===== config.mk =====
export PLATFORM = sky130hd
export DESIGN_NAME = eased_point_to_point_motion_core
export DESIGN_NICKNAME = d
export VERILOG_FILES = /design/src/epm_pkg.sv /design/src/eased_point_to_point_motion_core.sv /design/src/epm_datapath.sv /design/src/epm_controller.sv
export SDC_FILE = /design/constraint.sdc
export NUM_CORES = 2
export LEC_CHECK = 0
export BUFFER_PORTS_ARGS = -buffer_cell sky130_fd_sc_hd__buf_2
export CORE_ASPECT_RATIO = 1.25
export CORE_UTILIZATION = 60
export CTS_CLUSTER_DIAMETER = 120
export DETAILED_ROUTE_END_ITERATION = 8
export PLACE_DENSITY = 0.76
export SLEW_MARGIN = 20
export SYNTH_ARGS = -nofsm -noshare
export SYNTH_HDL_FRONTEND = slang
export SYNTH_HIERARCHICAL = 1
export SYNTH_SLANG_ARGS = --single-unit

===== constraint.sdc =====
create_clock -name clock -period 21.5 [get_ports clock]
set_clock_uncertainty 0.2 [all_clocks]
set_input_delay 3.225 -clock clock [delete_from_list [all_inputs] [get_ports clock]]
set_output_delay 3.225 -clock clock [all_outputs]
set_load 0.1 [all_outputs]

===== src/epm_pkg.sv =====
`default_nettype none
// ----------------------------------------------------------------------------
// epm_pkg
// shared types and codes of the eased point-to-point motion core
// ----------------------------------------------------------------------------
package epm_pkg;

   // request function codes, carried on req_tuser
   localparam logic [1:0] FUNC_TICK     = 2'd0;
   localparam logic [1:0] FUNC_RETARGET = 2'd1;
   localparam logic [1:0] FUNC_PLACE    = 2'd2;

   // motion mode codes
   localparam logic [1:0] MODE_STATIC = 2'd0;
   localparam logic [1:0] MODE_LINEAR = 2'd1;
   localparam logic [1:0] MODE_SMOOTH = 2'd2;

   // configuration register indexes
   localparam logic CSR_SPEED = 1'b0;
   localparam logic CSR_MODE  = 1'b1;

   localparam int unsigned TOTAL_MAX = 131071;

   typedef enum logic [4:0] {
      DP_NONE,
      DP_LOAD,
      DP_PLACE,
      DP_TDIV_INIT,
      DP_TDIV_STEP,
      DP_SQ1,
      DP_SQ2,
      DP_MUL_X,
      DP_ADD_X,
      DP_MUL_Y,
      DP_ADD_Y,
      DP_TICK_END,
      DP_RT_BEGIN,
      DP_SQ_STEP,
      DP_SQ_NEXT,
      DP_SQRT_INIT,
      DP_SQRT_STEP,
      DP_QDIV_INIT,
      DP_QDIV_STEP,
      DP_RT_END
   } dp_op_type;

   typedef struct packed {
      dp_op_type op;
   } dp_cmd_type;

   typedef struct packed {
      logic [1:0] func;
      logic       tick_active;
      logic       smooth;
      logic       same_dest;
   } dp_status_type;

   typedef struct packed {
      logic        moving;
      logic [16:0] frame_total;
      logic [17:0] frame_now;
      logic [15:0] pos_y;
      logic [15:0] pos_x;
   } rsp_data_type;

endpackage
`default_nettype wire


===== src/eased_point_to_point_motion_core.sv =====
`default_nettype none
// ----------------------------------------------------------------------------
// eased_point_to_point_motion_core
// moves a point from an origin to a destination with linear or smoothstep easing
// ----------------------------------------------------------------------------
// Requests arrive on req_*: tuser carries the function (tick, retarget,
// place), tdata the coordinates. Every request gives exactly one response on
// rsp_* with the position, frame count, frame total and moving flag after it.
// speed and motion_mode are written through csr_* while the core is idle; the
// user must see to this, the block does not enforce it. One request at a time
// is worked by a sequencer over a shared datapath:
//   place: load, place, then the response register
//   tick: serial t divider, smoothstep product in smooth mode, x and y blend
//   retarget: serial squares, square root, speed divider, one bit a cycle each
//   tick with no motion, or retarget to the same point: straight to the response
// The response sits in an output register; a new request is taken while it
// waits, and the core holds its finished result until rsp_tready frees that
// register. Reset zeroes position, frame counts, speed, mode and rsp_tvalid.
// ----------------------------------------------------------------------------
module eased_point_to_point_motion_core
   import epm_pkg::*;
#(
   parameter int COORD_BITS = 16,
   parameter int FRAC_BITS  = 16
) (
   input  wire logic        clock,
   input  wire logic        reset,
   input  wire logic        req_tvalid,
   output logic             req_tready,
   input  wire logic [31:0] req_tdata,  // coord_x, coord_y
   input  wire logic [1:0]  req_tuser,  // func
   output logic             rsp_tvalid,
   input  wire logic        rsp_tready,
   output logic [71:0]      rsp_tdata,  // pos_x, pos_y, frame_now, frame_total, moving, zero pad
   input  wire logic        csr_wen,
   input  wire logic        csr_index,
   input  wire logic [15:0] csr_wdata
);

   dp_cmd_type    cmd;
   dp_status_type status;
   rsp_data_type  result;
   logic          emit;
   logic          rsp_free;
   logic          ready;

   logic          rsp_valid_ff, rsp_valid_in;
   rsp_data_type  rsp_data_ff, rsp_data_in;

   assign rsp_free   = !rsp_valid_ff || rsp_tready;
   assign req_tready = ready;
   assign rsp_tvalid = rsp_valid_ff;
   assign rsp_tdata  = {4'b0000, rsp_data_ff};

   epm_controller #(
      .COORD_BITS(COORD_BITS),
      .FRAC_BITS (FRAC_BITS)
   ) u_ctrl (
      .clock    (clock),
      .reset    (reset),
      .req_valid(req_tvalid),
      .req_ready(ready),
      .rsp_free (rsp_free),
      .emit     (emit),
      .status   (status),
      .cmd      (cmd)
   );

   epm_datapath #(
      .COORD_BITS(COORD_BITS),
      .FRAC_BITS (FRAC_BITS)
   ) u_dp (
      .clock     (clock),
      .reset     (reset),
      .csr_wen   (csr_wen),
      .csr_index (csr_index),
      .csr_wdata (csr_wdata),
      .in_func   (req_tuser),
      .in_coord_x(req_tdata[15:0]),
      .in_coord_y(req_tdata[31:16]),
      .cmd       (cmd),
      .status    (status),
      .result    (result)
   );

   always_comb begin
      rsp_data_in  = rsp_data_ff;
      rsp_valid_in = rsp_valid_ff && !rsp_tready;
      if (emit) begin
         rsp_data_in  = result;
         rsp_valid_in = 1'b1;
      end
   end

   always_ff @(posedge clock) begin
      if (reset) begin
         rsp_valid_ff <= 1'b0;
      end else begin
         rsp_valid_ff <= rsp_valid_in;
      end
   end

   always_ff @(posedge clock) begin
      rsp_data_ff <= rsp_data_in;
   end

endmodule
`default_nettype wire


===== src/epm_datapath.sv =====
`default_nettype none
// ----------------------------------------------------------------------------
// epm_datapath
// motion state, configuration, serial dividers, squarer, square root and blend unit
// ----------------------------------------------------------------------------
module epm_datapath
   import epm_pkg::*;
#(
   parameter int COORD_BITS = 16,
   parameter int FRAC_BITS  = 16
) (
   input  wire logic          clock,
   input  wire logic          reset,
   input  wire logic          csr_wen,
   input  wire logic          csr_index,
   input  wire logic [15:0]   csr_wdata,
   input  wire logic [1:0]    in_func,
   input  wire logic [15:0]   in_coord_x,
   input  wire logic [15:0]   in_coord_y,
   input  wire dp_cmd_type    cmd,
   output dp_status_type      status,
   output rsp_data_type       result
);

   localparam int C    = COORD_BITS;
   localparam int F    = FRAC_BITS;
   localparam int WSQ  = 2 * C + 1;
   localparam int PW   = C + F + 3;
   localparam logic [PW-1:0]  HALF      = PW'(1) << (F - 1);
   localparam logic [F+1:0]   THREE_ONE = (F + 2)'(3) << F;
   localparam logic [WSQ-1:0] SQ_TOP    = WSQ'(1) << (2 * C);

   // architectural state
   logic [15:0]  speed_ff, speed_in;
   logic [1:0]   mode_ff, mode_in;
   logic [C-1:0] orig_x_ff, orig_x_in, orig_y_ff, orig_y_in;
   logic [C-1:0] cur_x_ff, cur_x_in, cur_y_ff, cur_y_in;
   logic [C-1:0] tgt_x_ff, tgt_x_in, tgt_y_ff, tgt_y_in;
   logic [17:0]  frame_ff, frame_in;
   logic [16:0]  total_ff, total_in;

   // work registers
   logic [1:0]        func_ff, func_in;
   logic [C-1:0]      cx_ff, cx_in, cy_ff, cy_in;
   logic [17:0]       trem_ff, trem_in;
   logic [F:0]        t_ff, t_in;
   logic [F:0]        u_ff, u_in;
   logic signed [PW-1:0] prod_ff, prod_in;
   logic [C-1:0]      dy_ff, dy_in;
   logic [2*C-1:0]    mcand_ff, mcand_in;
   logic [C-1:0]      mplier_ff, mplier_in;
   logic [WSQ-1:0]    acc_ff, acc_in;
   logic [WSQ-1:0]    sv_ff, sv_in, res_ff, res_in, sbit_ff, sbit_in;
   logic [C:0]        qd_ff, qd_in, q_ff, q_in;
   logic [16:0]       qrem_ff, qrem_in;

   logic [17:0]          r2_t;
   logic [2*F+1:0]       sq_prod;
   logic [2*F+2:0]       sm_prod;
   logic [F+1:0]         factor;
   logic signed [C:0]    diff;
   logic signed [F+1:0]  t_s;
   logic [PW-1:0]        blend_sum;
   logic [C-1:0]         blend_orig;
   logic [WSQ:0]         s_try;
   logic [16:0]          q_r2;
   logic [C-1:0]         adx, ady;

   assign status.func        = func_ff;
   assign status.tick_active = (mode_ff != MODE_STATIC) && (total_ff != 17'd0)
                               && (frame_ff <= {1'b0, total_ff});
   assign status.smooth      = (mode_ff == MODE_SMOOTH);
   assign status.same_dest   = (cx_ff == tgt_x_ff) && (cy_ff == tgt_y_ff);

   assign result.pos_x       = 16'(cur_x_ff);
   assign result.pos_y       = 16'(cur_y_ff);
   assign result.frame_now   = frame_ff;
   assign result.frame_total = total_ff;
   assign result.moving      = status.tick_active;

   always_comb begin
      r2_t       = {trem_ff[16:0], 1'b0};
      sq_prod    = t_ff * t_ff;
      factor     = THREE_ONE - {t_ff, 1'b0};
      sm_prod    = u_ff * factor;
      t_s        = $signed({1'b0, t_ff});
      blend_orig = (cmd.op == DP_ADD_Y || cmd.op == DP_MUL_Y) ? orig_y_ff : orig_x_ff;
      if (cmd.op == DP_MUL_Y) begin
         diff = $signed({1'b0, tgt_y_ff}) - $signed({1'b0, orig_y_ff});
      end else begin
         diff = $signed({1'b0, tgt_x_ff}) - $signed({1'b0, orig_x_ff});
      end
      blend_sum = {3'b000, blend_orig, {F{1'b0}}} + PW'(prod_ff) + HALF;
      s_try     = {1'b0, res_ff} + {1'b0, sbit_ff};
      q_r2      = {qrem_ff[15:0], qd_ff[C]};
      adx       = (cur_x_ff >= cx_ff) ? cur_x_ff - cx_ff : cx_ff - cur_x_ff;
      ady       = (cur_y_ff >= cy_ff) ? cur_y_ff - cy_ff : cy_ff - cur_y_ff;
   end

   always_comb begin
      speed_in  = speed_ff;
      mode_in   = mode_ff;
      orig_x_in = orig_x_ff;
      orig_y_in = orig_y_ff;
      cur_x_in  = cur_x_ff;
      cur_y_in  = cur_y_ff;
      tgt_x_in  = tgt_x_ff;
      tgt_y_in  = tgt_y_ff;
      frame_in  = frame_ff;
      total_in  = total_ff;
      func_in   = func_ff;
      cx_in     = cx_ff;
      cy_in     = cy_ff;
      trem_in   = trem_ff;
      t_in      = t_ff;
      u_in      = u_ff;
      prod_in   = prod_ff;
      dy_in     = dy_ff;
      mcand_in  = mcand_ff;
      mplier_in = mplier_ff;
      acc_in    = acc_ff;
      sv_in     = sv_ff;
      res_in    = res_ff;
      sbit_in   = sbit_ff;
      qd_in     = qd_ff;
      q_in      = q_ff;
      qrem_in   = qrem_ff;

      if (csr_wen) begin
         case (csr_index)
            CSR_SPEED: speed_in = csr_wdata;
            CSR_MODE:  mode_in  = csr_wdata[1:0];
            default:   ;
         endcase
      end

      case (cmd.op)
         DP_LOAD: begin
            func_in = in_func;
            cx_in   = C'(in_coord_x);
            cy_in   = C'(in_coord_y);
         end
         DP_PLACE: begin
            orig_x_in = cx_ff;
            cur_x_in  = cx_ff;
            tgt_x_in  = cx_ff;
            orig_y_in = cy_ff;
            cur_y_in  = cy_ff;
            tgt_y_in  = cy_ff;
            frame_in  = 18'd0;
            total_in  = 17'd0;
         end
         DP_TDIV_INIT: begin
            // frame never exceeds total here, so the integer bit is 0 or 1
            if (frame_ff >= {1'b0, total_ff}) begin
               trem_in = frame_ff - {1'b0, total_ff};
               t_in    = (F + 1)'(1);
            end else begin
               trem_in = frame_ff;
               t_in    = '0;
            end
         end
         DP_TDIV_STEP: begin
            if (r2_t >= {1'b0, total_ff}) begin
               trem_in = r2_t - {1'b0, total_ff};
               t_in    = {t_ff[F-1:0], 1'b1};
            end else begin
               trem_in = r2_t;
               t_in    = {t_ff[F-1:0], 1'b0};
            end
         end
         DP_SQ1: u_in = sq_prod[F +: F+1];
         DP_SQ2: t_in = sm_prod[F +: F+1];
         DP_MUL_X, DP_MUL_Y: prod_in = PW'(diff * t_s);
         DP_ADD_X: cur_x_in = blend_sum[F +: C];
         DP_ADD_Y: cur_y_in = blend_sum[F +: C];
         DP_TICK_END: frame_in = frame_ff + 18'd1;
         DP_RT_BEGIN: begin
            orig_x_in = cur_x_ff;
            orig_y_in = cur_y_ff;
            tgt_x_in  = cx_ff;
            tgt_y_in  = cy_ff;
            dy_in     = ady;
            mcand_in  = (2 * C)'(adx);
            mplier_in = adx;
            acc_in    = '0;
         end
         DP_SQ_STEP: begin
            if (mplier_ff[0]) begin
               acc_in = acc_ff + WSQ'(mcand_ff);
            end
            mcand_in  = {mcand_ff[2*C-2:0], 1'b0};
            mplier_in = mplier_ff >> 1;
         end
         DP_SQ_NEXT: begin
            mcand_in  = (2 * C)'(dy_ff);
            mplier_in = dy_ff;
         end
         DP_SQRT_INIT: begin
            sv_in   = acc_ff;
            res_in  = '0;
            sbit_in = SQ_TOP;
         end
         DP_SQRT_STEP: begin
            if ({1'b0, sv_ff} >= s_try) begin
               sv_in  = sv_ff - WSQ'(s_try);
               res_in = (res_ff >> 1) + sbit_ff;
            end else begin
               res_in = res_ff >> 1;
            end
            sbit_in = sbit_ff >> 2;
         end
         DP_QDIV_INIT: begin
            qd_in   = res_ff[C:0];
            q_in    = '0;
            qrem_in = '0;
         end
         DP_QDIV_STEP: begin
            if (q_r2 >= {1'b0, speed_ff}) begin
               qrem_in = q_r2 - {1'b0, speed_ff};
               q_in    = {q_ff[C-1:0], 1'b1};
            end else begin
               qrem_in = q_r2;
               q_in    = {q_ff[C-1:0], 1'b0};
            end
            qd_in = {qd_ff[C-1:0], 1'b0};
         end
         DP_RT_END: begin
            if (speed_ff == 16'd0) begin
               total_in = 17'd0;
            end else if (32'(q_ff) > TOTAL_MAX) begin
               total_in = 17'(TOTAL_MAX);
            end else begin
               total_in = 17'(q_ff);
            end
            frame_in = 18'd0;
         end
         default: ;
      endcase
   end

   always_ff @(posedge clock) begin
      if (reset) begin
         speed_ff  <= '0;
         mode_ff   <= '0;
         orig_x_ff <= '0;
         orig_y_ff <= '0;
         cur_x_ff  <= '0;
         cur_y_ff  <= '0;
         tgt_x_ff  <= '0;
         tgt_y_ff  <= '0;
         frame_ff  <= '0;
         total_ff  <= '0;
      end else begin
         speed_ff  <= speed_in;
         mode_ff   <= mode_in;
         orig_x_ff <= orig_x_in;
         orig_y_ff <= orig_y_in;
         cur_x_ff  <= cur_x_in;
         cur_y_ff  <= cur_y_in;
         tgt_x_ff  <= tgt_x_in;
         tgt_y_ff  <= tgt_y_in;
         frame_ff  <= frame_in;
         total_ff  <= total_in;
      end
   end

   always_ff @(posedge clock) begin
      func_ff   <= func_in;
      cx_ff     <= cx_in;
      cy_ff     <= cy_in;
      trem_ff   <= trem_in;
      t_ff      <= t_in;
      u_ff      <= u_in;
      prod_ff   <= prod_in;
      dy_ff     <= dy_in;
      mcand_ff  <= mcand_in;
      mplier_ff <= mplier_in;
      acc_ff    <= acc_in;
      sv_ff     <= sv_in;
      res_ff    <= res_in;
      sbit_ff   <= sbit_in;
      qd_ff     <= qd_in;
      q_ff      <= q_in;
      qrem_ff   <= qrem_in;
   end

endmodule
`default_nettype wire


===== src/epm_controller.sv =====
`default_nettype none
// ----------------------------------------------------------------------------
// epm_controller
// sequencer that steps the datapath through tick, retarget and place
// ----------------------------------------------------------------------------
module epm_controller
   import epm_pkg::*;
#(
   parameter int COORD_BITS = 16,
   parameter int FRAC_BITS  = 16
) (
   input  wire logic          clock,
   input  wire logic          reset,
   input  wire logic          req_valid,
   output logic               req_ready,
   input  wire logic          rsp_free,
   output logic               emit,
   input  wire dp_status_type status,
   output dp_cmd_type         cmd
);

   localparam int MAXN  = (COORD_BITS + 1 > FRAC_BITS) ? COORD_BITS + 1 : FRAC_BITS;
   localparam int CNT_W = $clog2(MAXN + 1);
   localparam logic [CNT_W-1:0] LAST_F  = CNT_W'(FRAC_BITS - 1);
   localparam logic [CNT_W-1:0] LAST_C  = CNT_W'(COORD_BITS - 1);
   localparam logic [CNT_W-1:0] LAST_C1 = CNT_W'(COORD_BITS);

   typedef enum logic [18:0] {
      ST_IDLE   = 19'b0000000000000000001,
      ST_DECODE = 19'b0000000000000000010,
      ST_TDIV   = 19'b0000000000000000100,
      ST_SQ1    = 19'b0000000000000001000,
      ST_SQ2    = 19'b0000000000000010000,
      ST_MULX   = 19'b0000000000000100000,
      ST_ADDX   = 19'b0000000000001000000,
      ST_MULY   = 19'b0000000000010000000,
      ST_ADDY   = 19'b0000000000100000000,
      ST_TEND   = 19'b0000000001000000000,
      ST_SQX    = 19'b0000000010000000000,
      ST_SQN    = 19'b0000000100000000000,
      ST_SQY    = 19'b0000001000000000000,
      ST_SQI    = 19'b0000010000000000000,
      ST_SQRT   = 19'b0000100000000000000,
      ST_QDI    = 19'b0001000000000000000,
      ST_QDIV   = 19'b0010000000000000000,
      ST_REND   = 19'b0100000000000000000,
      ST_DONE   = 19'b1000000000000000000
   } state_type;

   state_type       state_ff, state_in;
   logic [CNT_W-1:0] cnt_ff, cnt_in;

   assign req_ready = (state_ff == ST_IDLE);

   always_comb begin
      state_in = state_ff;
      cnt_in   = cnt_ff;
      cmd.op   = DP_NONE;
      emit     = 1'b0;
      case (state_ff)
         ST_IDLE: begin
            if (req_valid) begin
               cmd.op   = DP_LOAD;
               state_in = ST_DECODE;
            end
         end
         ST_DECODE: begin
            cnt_in   = '0;
            state_in = ST_DONE;
            case (status.func)
               FUNC_TICK: begin
                  if (status.tick_active) begin
                     cmd.op   = DP_TDIV_INIT;
                     state_in = ST_TDIV;
                  end
               end
               FUNC_RETARGET: begin
                  if (!status.same_dest) begin
                     cmd.op   = DP_RT_BEGIN;
                     state_in = ST_SQX;
                  end
               end
               FUNC_PLACE: cmd.op = DP_PLACE;
               default: ;
            endcase
         end
         ST_TDIV: begin
            cmd.op = DP_TDIV_STEP;
            cnt_in = cnt_ff + CNT_W'(1);
            if (cnt_ff == LAST_F) begin
               cnt_in   = '0;
               state_in = status.smooth ? ST_SQ1 : ST_MULX;
            end
         end
         ST_SQ1: begin
            cmd.op   = DP_SQ1;
            state_in = ST_SQ2;
         end
         ST_SQ2: begin
            cmd.op   = DP_SQ2;
            state_in = ST_MULX;
         end
         ST_MULX: begin
            cmd.op   = DP_MUL_X;
            state_in = ST_ADDX;
         end
         ST_ADDX: begin
            cmd.op   = DP_ADD_X;
            state_in = ST_MULY;
         end
         ST_MULY: begin
            cmd.op   = DP_MUL_Y;
            state_in = ST_ADDY;
         end
         ST_ADDY: begin
            cmd.op   = DP_ADD_Y;
            state_in = ST_TEND;
         end
         ST_TEND: begin
            cmd.op   = DP_TICK_END;
            state_in = ST_DONE;
         end
         ST_SQX: begin
            cmd.op = DP_SQ_STEP;
            cnt_in = cnt_ff + CNT_W'(1);
            if (cnt_ff == LAST_C) begin
               cnt_in   = '0;
               state_in = ST_SQN;
            end
         end
         ST_SQN: begin
            cmd.op   = DP_SQ_NEXT;
            state_in = ST_SQY;
         end
         ST_SQY: begin
            cmd.op = DP_SQ_STEP;
            cnt_in = cnt_ff + CNT_W'(1);
            if (cnt_ff == LAST_C) begin
               cnt_in   = '0;
               state_in = ST_SQI;
            end
         end
         ST_SQI: begin
            cmd.op   = DP_SQRT_INIT;
            state_in = ST_SQRT;
         end
         ST_SQRT: begin
            cmd.op = DP_SQRT_STEP;
            cnt_in = cnt_ff + CNT_W'(1);
            if (cnt_ff == LAST_C1) begin
               cnt_in   = '0;
               state_in = ST_QDI;
            end
         end
         ST_QDI: begin
            cmd.op   = DP_QDIV_INIT;
            state_in = ST_QDIV;
         end
         ST_QDIV: begin
            cmd.op = DP_QDIV_STEP;
            cnt_in = cnt_ff + CNT_W'(1);
            if (cnt_ff == LAST_C1) begin
               cnt_in   = '0;
               state_in = ST_REND;
            end
         end
         ST_REND: begin
            cmd.op   = DP_RT_END;
            state_in = ST_DONE;
         end
         ST_DONE: begin
            // wait for the response register to drain
            if (rsp_free) begin
               emit     = 1'b1;
               state_in = ST_IDLE;
            end
         end
         default: state_in = ST_IDLE;
      endcase
   end

   always_ff @(posedge clock) begin
      if (reset) begin
         state_ff <= ST_IDLE;
         cnt_ff   <= '0;
      end else begin
         state_ff <= state_in;
         cnt_ff   <= cnt_in;
      end
   end

endmodule
`default_nettype wire

Yosys cells after proc, flatten, opt, wreduce, memory -nomap -nowiden
Index checks and enable logic that the tools add are counted.
{"block": "word_totals", "ff_bits": 605, "input_bits": 56, "out_inout_bits": 74}
{"block": "classes", "add_sub_neg": 18, "n_mul": 3, "magnitude_cmp": 7, "n_eq_ne": 54, "mux": 54, "bitwise_logic": 1, "reduce_logical": 36}
{"cell": "one-hot mux 19 bit (18 select lines)", "n": 1}
{"cell": "one-hot mux 33 bit (2 select lines)", "n": 4}
{"cell": "two-way mux 19 bit", "n": 9}
{"cell": "one-hot mux 16 bit (2 select lines)", "n": 5}
{"cell": "one-hot mux 17 bit (2 select lines)", "n": 4}
{"cell": "two-way mux 33 bit", "n": 3}
{"cell": "one-hot mux 32 bit (3 select lines)", "n": 1}
{"cell": "one-hot mux 5 bit (17 select lines)", "n": 1}
{"cell": "subtractor 16 bit", "n": 5}
{"cell": "two-way mux 17 bit", "n": 4}
{"cell": "two-way mux 16 bit", "n": 4}
{"cell": "one-hot mux 17 bit (3 select lines)", "n": 1}
{"cell": "one-hot mux 16 bit (3 select lines)", "n": 1}
{"cell": "equality test 5 x 4 -> 1 bit (second input constant)", "n": 9}
{"cell": "one-hot mux 19 bit (2 select lines)", "n": 1}
{"cell": "greater-or-equal comparator 18 x 17 -> 1 bit", "n": 2}
{"cell": "one-hot mux 18 bit (2 select lines)", "n": 1}
{"cell": "adder 33 x 33 -> 34 bit", "n": 1}
{"cell": "greater-or-equal comparator 33 x 34 -> 1 bit", "n": 1}
{"cell": "subtractor 16 x 16 -> 17 bit", "n": 2}
{"cell": "subtractor 17 bit", "n": 2}
{"cell": "adder 32 x 33 -> 33 bit", "n": 1}
{"cell": "adder 33 x 32 -> 33 bit", "n": 1}
{"cell": "multiplier 17 x 17 -> 33 bit", "n": 1}
{"cell": "58 further kinds", "n": 108}

Logic depth before layout (Yosys ltp)
{"block": "logic_depth", "depth_word": 12, "ltp_mapped": 49, "depth_no_buf": 44}

Cells and area by module
The synthesis kept the hierarchy.
{"mod": "epm_datapath", "n_inst": 1, "cells_each": 6338, "area_per_inst_um2": 56788.2}
{"mod": "eased_point_to_point_motion_core", "n_inst": 1, "cells_each": 77, "area_per_inst_um2": 2122.0}
{"mod": "epm_controller", "n_inst": 1, "cells_each": 207, "area_per_inst_um2": 1616.6}

Least setup slack after synthesis
Ideal clock, no wire load.
{"block": "synth_path", "kind": "input to register", "startpoint": "input port req_tvalid", "endpoint": "register u_dp.prod_ff[31], data pin", "setup_time_ps": 258, "t_arrival_ps": 10518, "required_time_ps": 21042, "path_slack_ps": 10524, "stages": 34, "n_path_buf": 4, "path_cell_list": "nand2_1 > nor4bb_1 > nand3_1 > clkbuf_1 > nor2b_1 > clkbuf_1 > nand2_1 > clkbuf_1 > nor2_1 > a21oi_1 > clkbuf_1 > nand2_1 > fa_1 > inv_1 > fa_1 > inv_1 > fa_1 > inv_1 > fa_1 > fa_1 > inv_1 > fa_1 > inv_1 > ha_1 > o21a_1 > o21ai_0 > a21o_1 > o211a_2 > a2111oi_4 > o21ai_0 > or3b_1 > xnor2_1 > xnor2_1 > xnor2_1"}
{"item": "start: declaration", "line": "eased_point_to_point_motion_core.sv:28", "rtl": "input wire logic req_tvalid,"}
{"item": "end signal: assignment", "line": "epm_datapath.sv:275", "rtl": "prod_ff <= prod_in;"}
{"item": "end: declaration", "line": "epm_datapath.sv:48", "rtl": "logic signed [PW-1:0] prod_ff, prod_in;"}

==> metrics.yaml <==
critical_path:
  crit_fanout: 20
  slowest_stage: "nand3_1"
  path_common_cell: "fa_1"
  cp.required_ns: 21.71
  worstPathArrival_ns: 12.03
  slowest_delay_ns: 0.61
  rrSetupSlack_ns: 9.68
  r2r_cells: 42
  reg2reg_to: "u_dp/prod_ff[31]$_DFFE_PP_"
  critical_path_class: "register to register"
  startpoint_type: "register"
  timing.rr.start: "u_dp/total_ff[0]$_SDFFE_PP0N_"
  critPathCaptureType: "register"
sta:
  setup_viol: 0
  worst_slew_pin_slew_ns: 1.097
  fin_ws_ns: 9.680
  finalHoldViolations: 0
  min_period_ns: 11.82
  slew_headroom_pct: 26.85
  finalCritPeriodShare_pct: 54.98
  clock.fmax_mhz: 84.60
  grt_setup_unrepaired: "no"
  tns_ns: 0
  slew_viol_final: 0
cells_and_area:
  antenna_cells: 0
  mostFrequentLayoutCell: "inv_1"
  nets: 7922
  mostFrequentLayoutCells: "inv_1, nand2_1, fa_1"
  multi_input_area_um2: 40240
  nFillCells: 8079
  ff_latch_area_um2: 15490
  layout-drive-gt1-share_pct: 6.196
  area_growth_pct: 6.993
placement:
  place.gp.congestion: 0.9603
  place_ws_ns: 9.332
  io_buffers: 125
  dp_hpwl_mm: 118.3
grt:
  antenna_found_initial: 2
  grt-ovfl-total: 0
  grt_pass1_vias: 48030
  grt_pass1_wl_mm: 249.6
  grt_max_degree: 97
  track_usage_pct: 30.73
synth:
  yosys_warnings: 6
  synth-edff-count: 400
  synth-adder-area-share_pct: 33.25
  synth_compound_area_share_pct: 10.91
  muxShareOfSynthArea_pct: 0.9757
  synth_cells: 6622
  ys_seq_area_share_pct: 25.60
  syn_area_per_cell_um2: 9.140
  synth_cell_types: 101
  synth_xor_area_share_pct: 4.930
  yosys_register_bits: 574
  synth_ff_type: "edfxtp_1"
  synthArstFlopShare_pct: 0
  syn_area_um2: 60530
  yosys.area_share.simple_pct: 16.21
  synth_top_family_by_area: "adder cells"
routing:
  wl_met2_mm: 78.62
  wl_mm: 155.1
  routed-via-count: 46870
  ant_nets: 0
  dr.max_layer_used: "met5"
  drt-wirelength-per-cell_um: 19.36
  route.detailed.drc: 0
  drtIter0Drc: 3199
  dr.pass1.iters: 6
  routed-wl-met3_mm: 8.594
  wl_met1_mm: 61.09
  vias_per_cell: 5.853
floorplanning:
  core_area_um2: 99430
  rows: 129
  dieWidth_um: 286.1
  die_h_um: 357.1
  pin_count: 130
  dieArea_um2: 102200
  start_util_pct: 60.88
status:
  status: "complete, no violations"
clock_tree:
  ctsHoldBuffers: 0
  ctsResizeCount: 0
  cts_root_buffer: "clkbuf_16"
  path_clk_slew_ns: 0.07
  post-cts-setup-buffers: 0
  cts_tree: "built"
  htree_levels: 2
  numCtsBuffers: 61
  max-clock-path-buffers: 3
  clk_latency_ns: 0.67
  cts_sinks: 574
worst_hold_path:
  min_to: "rsp_tdata[61]$_DFFE_PP_"
  hold_start: "u_dp/total_ff[11]$_SDFFE_PP0N_"
  hold_depth: 0
  min_path_type: "register to register"
job:
  cap_violations: 0
power_and_ir_drop:
  p_per_area_nw_per_um2: 70.28
  p_leak_nw: 29.83
  irDropWorstVdd_mv: 0.1011
synth_stat cells, drive strengths merged, types with 8 or more instances:
cell | n | area [um2]
a211o | 8 | 70.07
fa | 646 | 12930
ha | 575 | 7194
xor2 | 153 | 1348
a31oi | 91 | 569.3
o21a | 35 | 262.8
nor3 | 57 | 290.3
or2 | 13 | 81.33
nor2 | 326 | 1224
o41ai | 9 | 78.83
nor3b | 10 | 80.07
nor2b | 63 | 394.1
edfxtp | 400 | 12010
nand2 | 1004 | 3771
a21boi | 12 | 90.09
nand2b | 49 | 314.1
a22oi | 13 | 97.59
nand4 | 50 | 312.8
o211ai | 26 | 195.2
o31ai | 28 | 210.2
and2 | 275 | 1720
a31o | 10 | 87.58
o21ai | 267 | 1340
a21oi | 266 | 1335
clkbuf | 231 | 867.1
nand4b | 8 | 70.07
mux2i | 41 | 410.4
or4 | 15 | 123.9
or3 | 32 | 211.5
and3 | 44 | 275.3
nand3 | 74 | 375.4
dfxtp | 174 | 3483
a311oi | 18 | 157.7
o21bai | 37 | 277.8
nor4 | 42 | 314.0
a211oi | 33 | 252.7
mux2 | 16 | 180.2
xnor2 | 186 | 1637
o22ai | 9 | 70.07
inv | 1034 | 3881
a21o | 109 | 818.3
o31a | 8 | 70.07
buf | 28 | 151.4
worst max path at each step:
| stage | start | to | slack [ns] | cells after the start |
|---|---|---|---|---|
| 2_1_floorplan | req_tvalid | u_dp/prod_ff[31]$_DFFE_PP_ | 10.52 | 34 |
| 3_3_place_gp | req_tvalid | u_dp/prod_ff[31]$_DFFE_PP_ | 9.53 | 32 |
| 3_5_place_dp | req_tvalid | u_dp/prod_ff[31]$_DFFE_PP_ | 9.33 | 32 |
| 4_1_cts | u_dp/total_ff[0]$_SDFFE_PP0N_ | u_dp/prod_ff[31]$_DFFE_PP_ | 9.76 | 42 |
| 5_1_grt | u_dp/total_ff[0]$_SDFFE_PP0N_ | u_dp/prod_ff[31]$_DFFE_PP_ | 8.80 | 42 |
| 6_report | u_dp/total_ff[0]$_SDFFE_PP0N_ | u_dp/prod_ff[31]$_DFFE_PP_ | 9.68 | 42 |
logic make-up after synthesis:
logic type | count (synthesis)
compound gates | 1043
xor+xnor | 339
fa+ha+maj | 1221
buf+inv | 1297
flops | 574
mux | 57
other cells | 1
simple gates | 2090
registers in the layout, indices dropped and copies added (netlist names), 18 cells and up:
name / count
u_dp/res_ff: 33
u_dp/acc_ff: 33
u_dp/frame_ff: 18
rsp_tdata: 68
u_dp/sv_ff: 33
u_dp/mcand_ff: 32
u_ctrl/state_ff: 19
critical path: cells and delay by family, from the launching register on:
kind,cells,cell delay (ns)
compound gates,16,3.82
buf+inv,6,0.53
simple gates,8,2.34
fa+ha+maj,9,3.72
xor+xnor,3,0.43
flops,1,0.51
metal layers:
metal	track usage, %	up-vias
met5	0	-
met4	12.98	4
li1	-	21770
met1	37.65	23130
met3	3.233	410
met2	54.93	1560
area by class of cell:
| cell class | count | share of cell area (%) |
|---|---|---|
| Multi-Input combinational cell | 4754 | 62.14 |
| Sequential cell | 574 | 23.93 |
| Inverter | 1038 | 6.016 |
| Tap cell | 1310 | 2.531 |
| Clock buffer | 69 | 2.502 |
| Timing Repair Buffer | 216 | 2.025 |
| Clock inverter | 47 | 0.8617 |
power breakdown:
part	internal (mW)	total [mW]	switching (mW)	leakage, nW
logic	0.889	2.13	1.24	23.6
registers	1.23	1.28	0.0451	5.20
clock network	0.640	1.15	0.506	1.03
total	2.76	4.55	1.79	29.8
metrics by stage:
| step | instance area [um2] | std cells | hold slack (ns) | utilization, % | total power [mW] |
|---|---|---|---|---|---|
| detailed placement | 62580 | 7892 | 0.2183 | 62.94 | 3.418 |
| CTS | 64760 | 8008 | 0.2440 | 65.13 | 4.570 |
| floorplan | 60540 | 6625 | 0.2082 | - | 2.887 |
| finish | 64760 | 8008 | 0.2373 | 65.13 | 4.552 |
| global placement | 62570 | 7892 | 0.2172 | 62.93 | 3.341 |
| global route | 64760 | 8008 | 0.2547 | 65.13 | 4.901 |
Note: power is estimated with default switching activity, not from simulation.
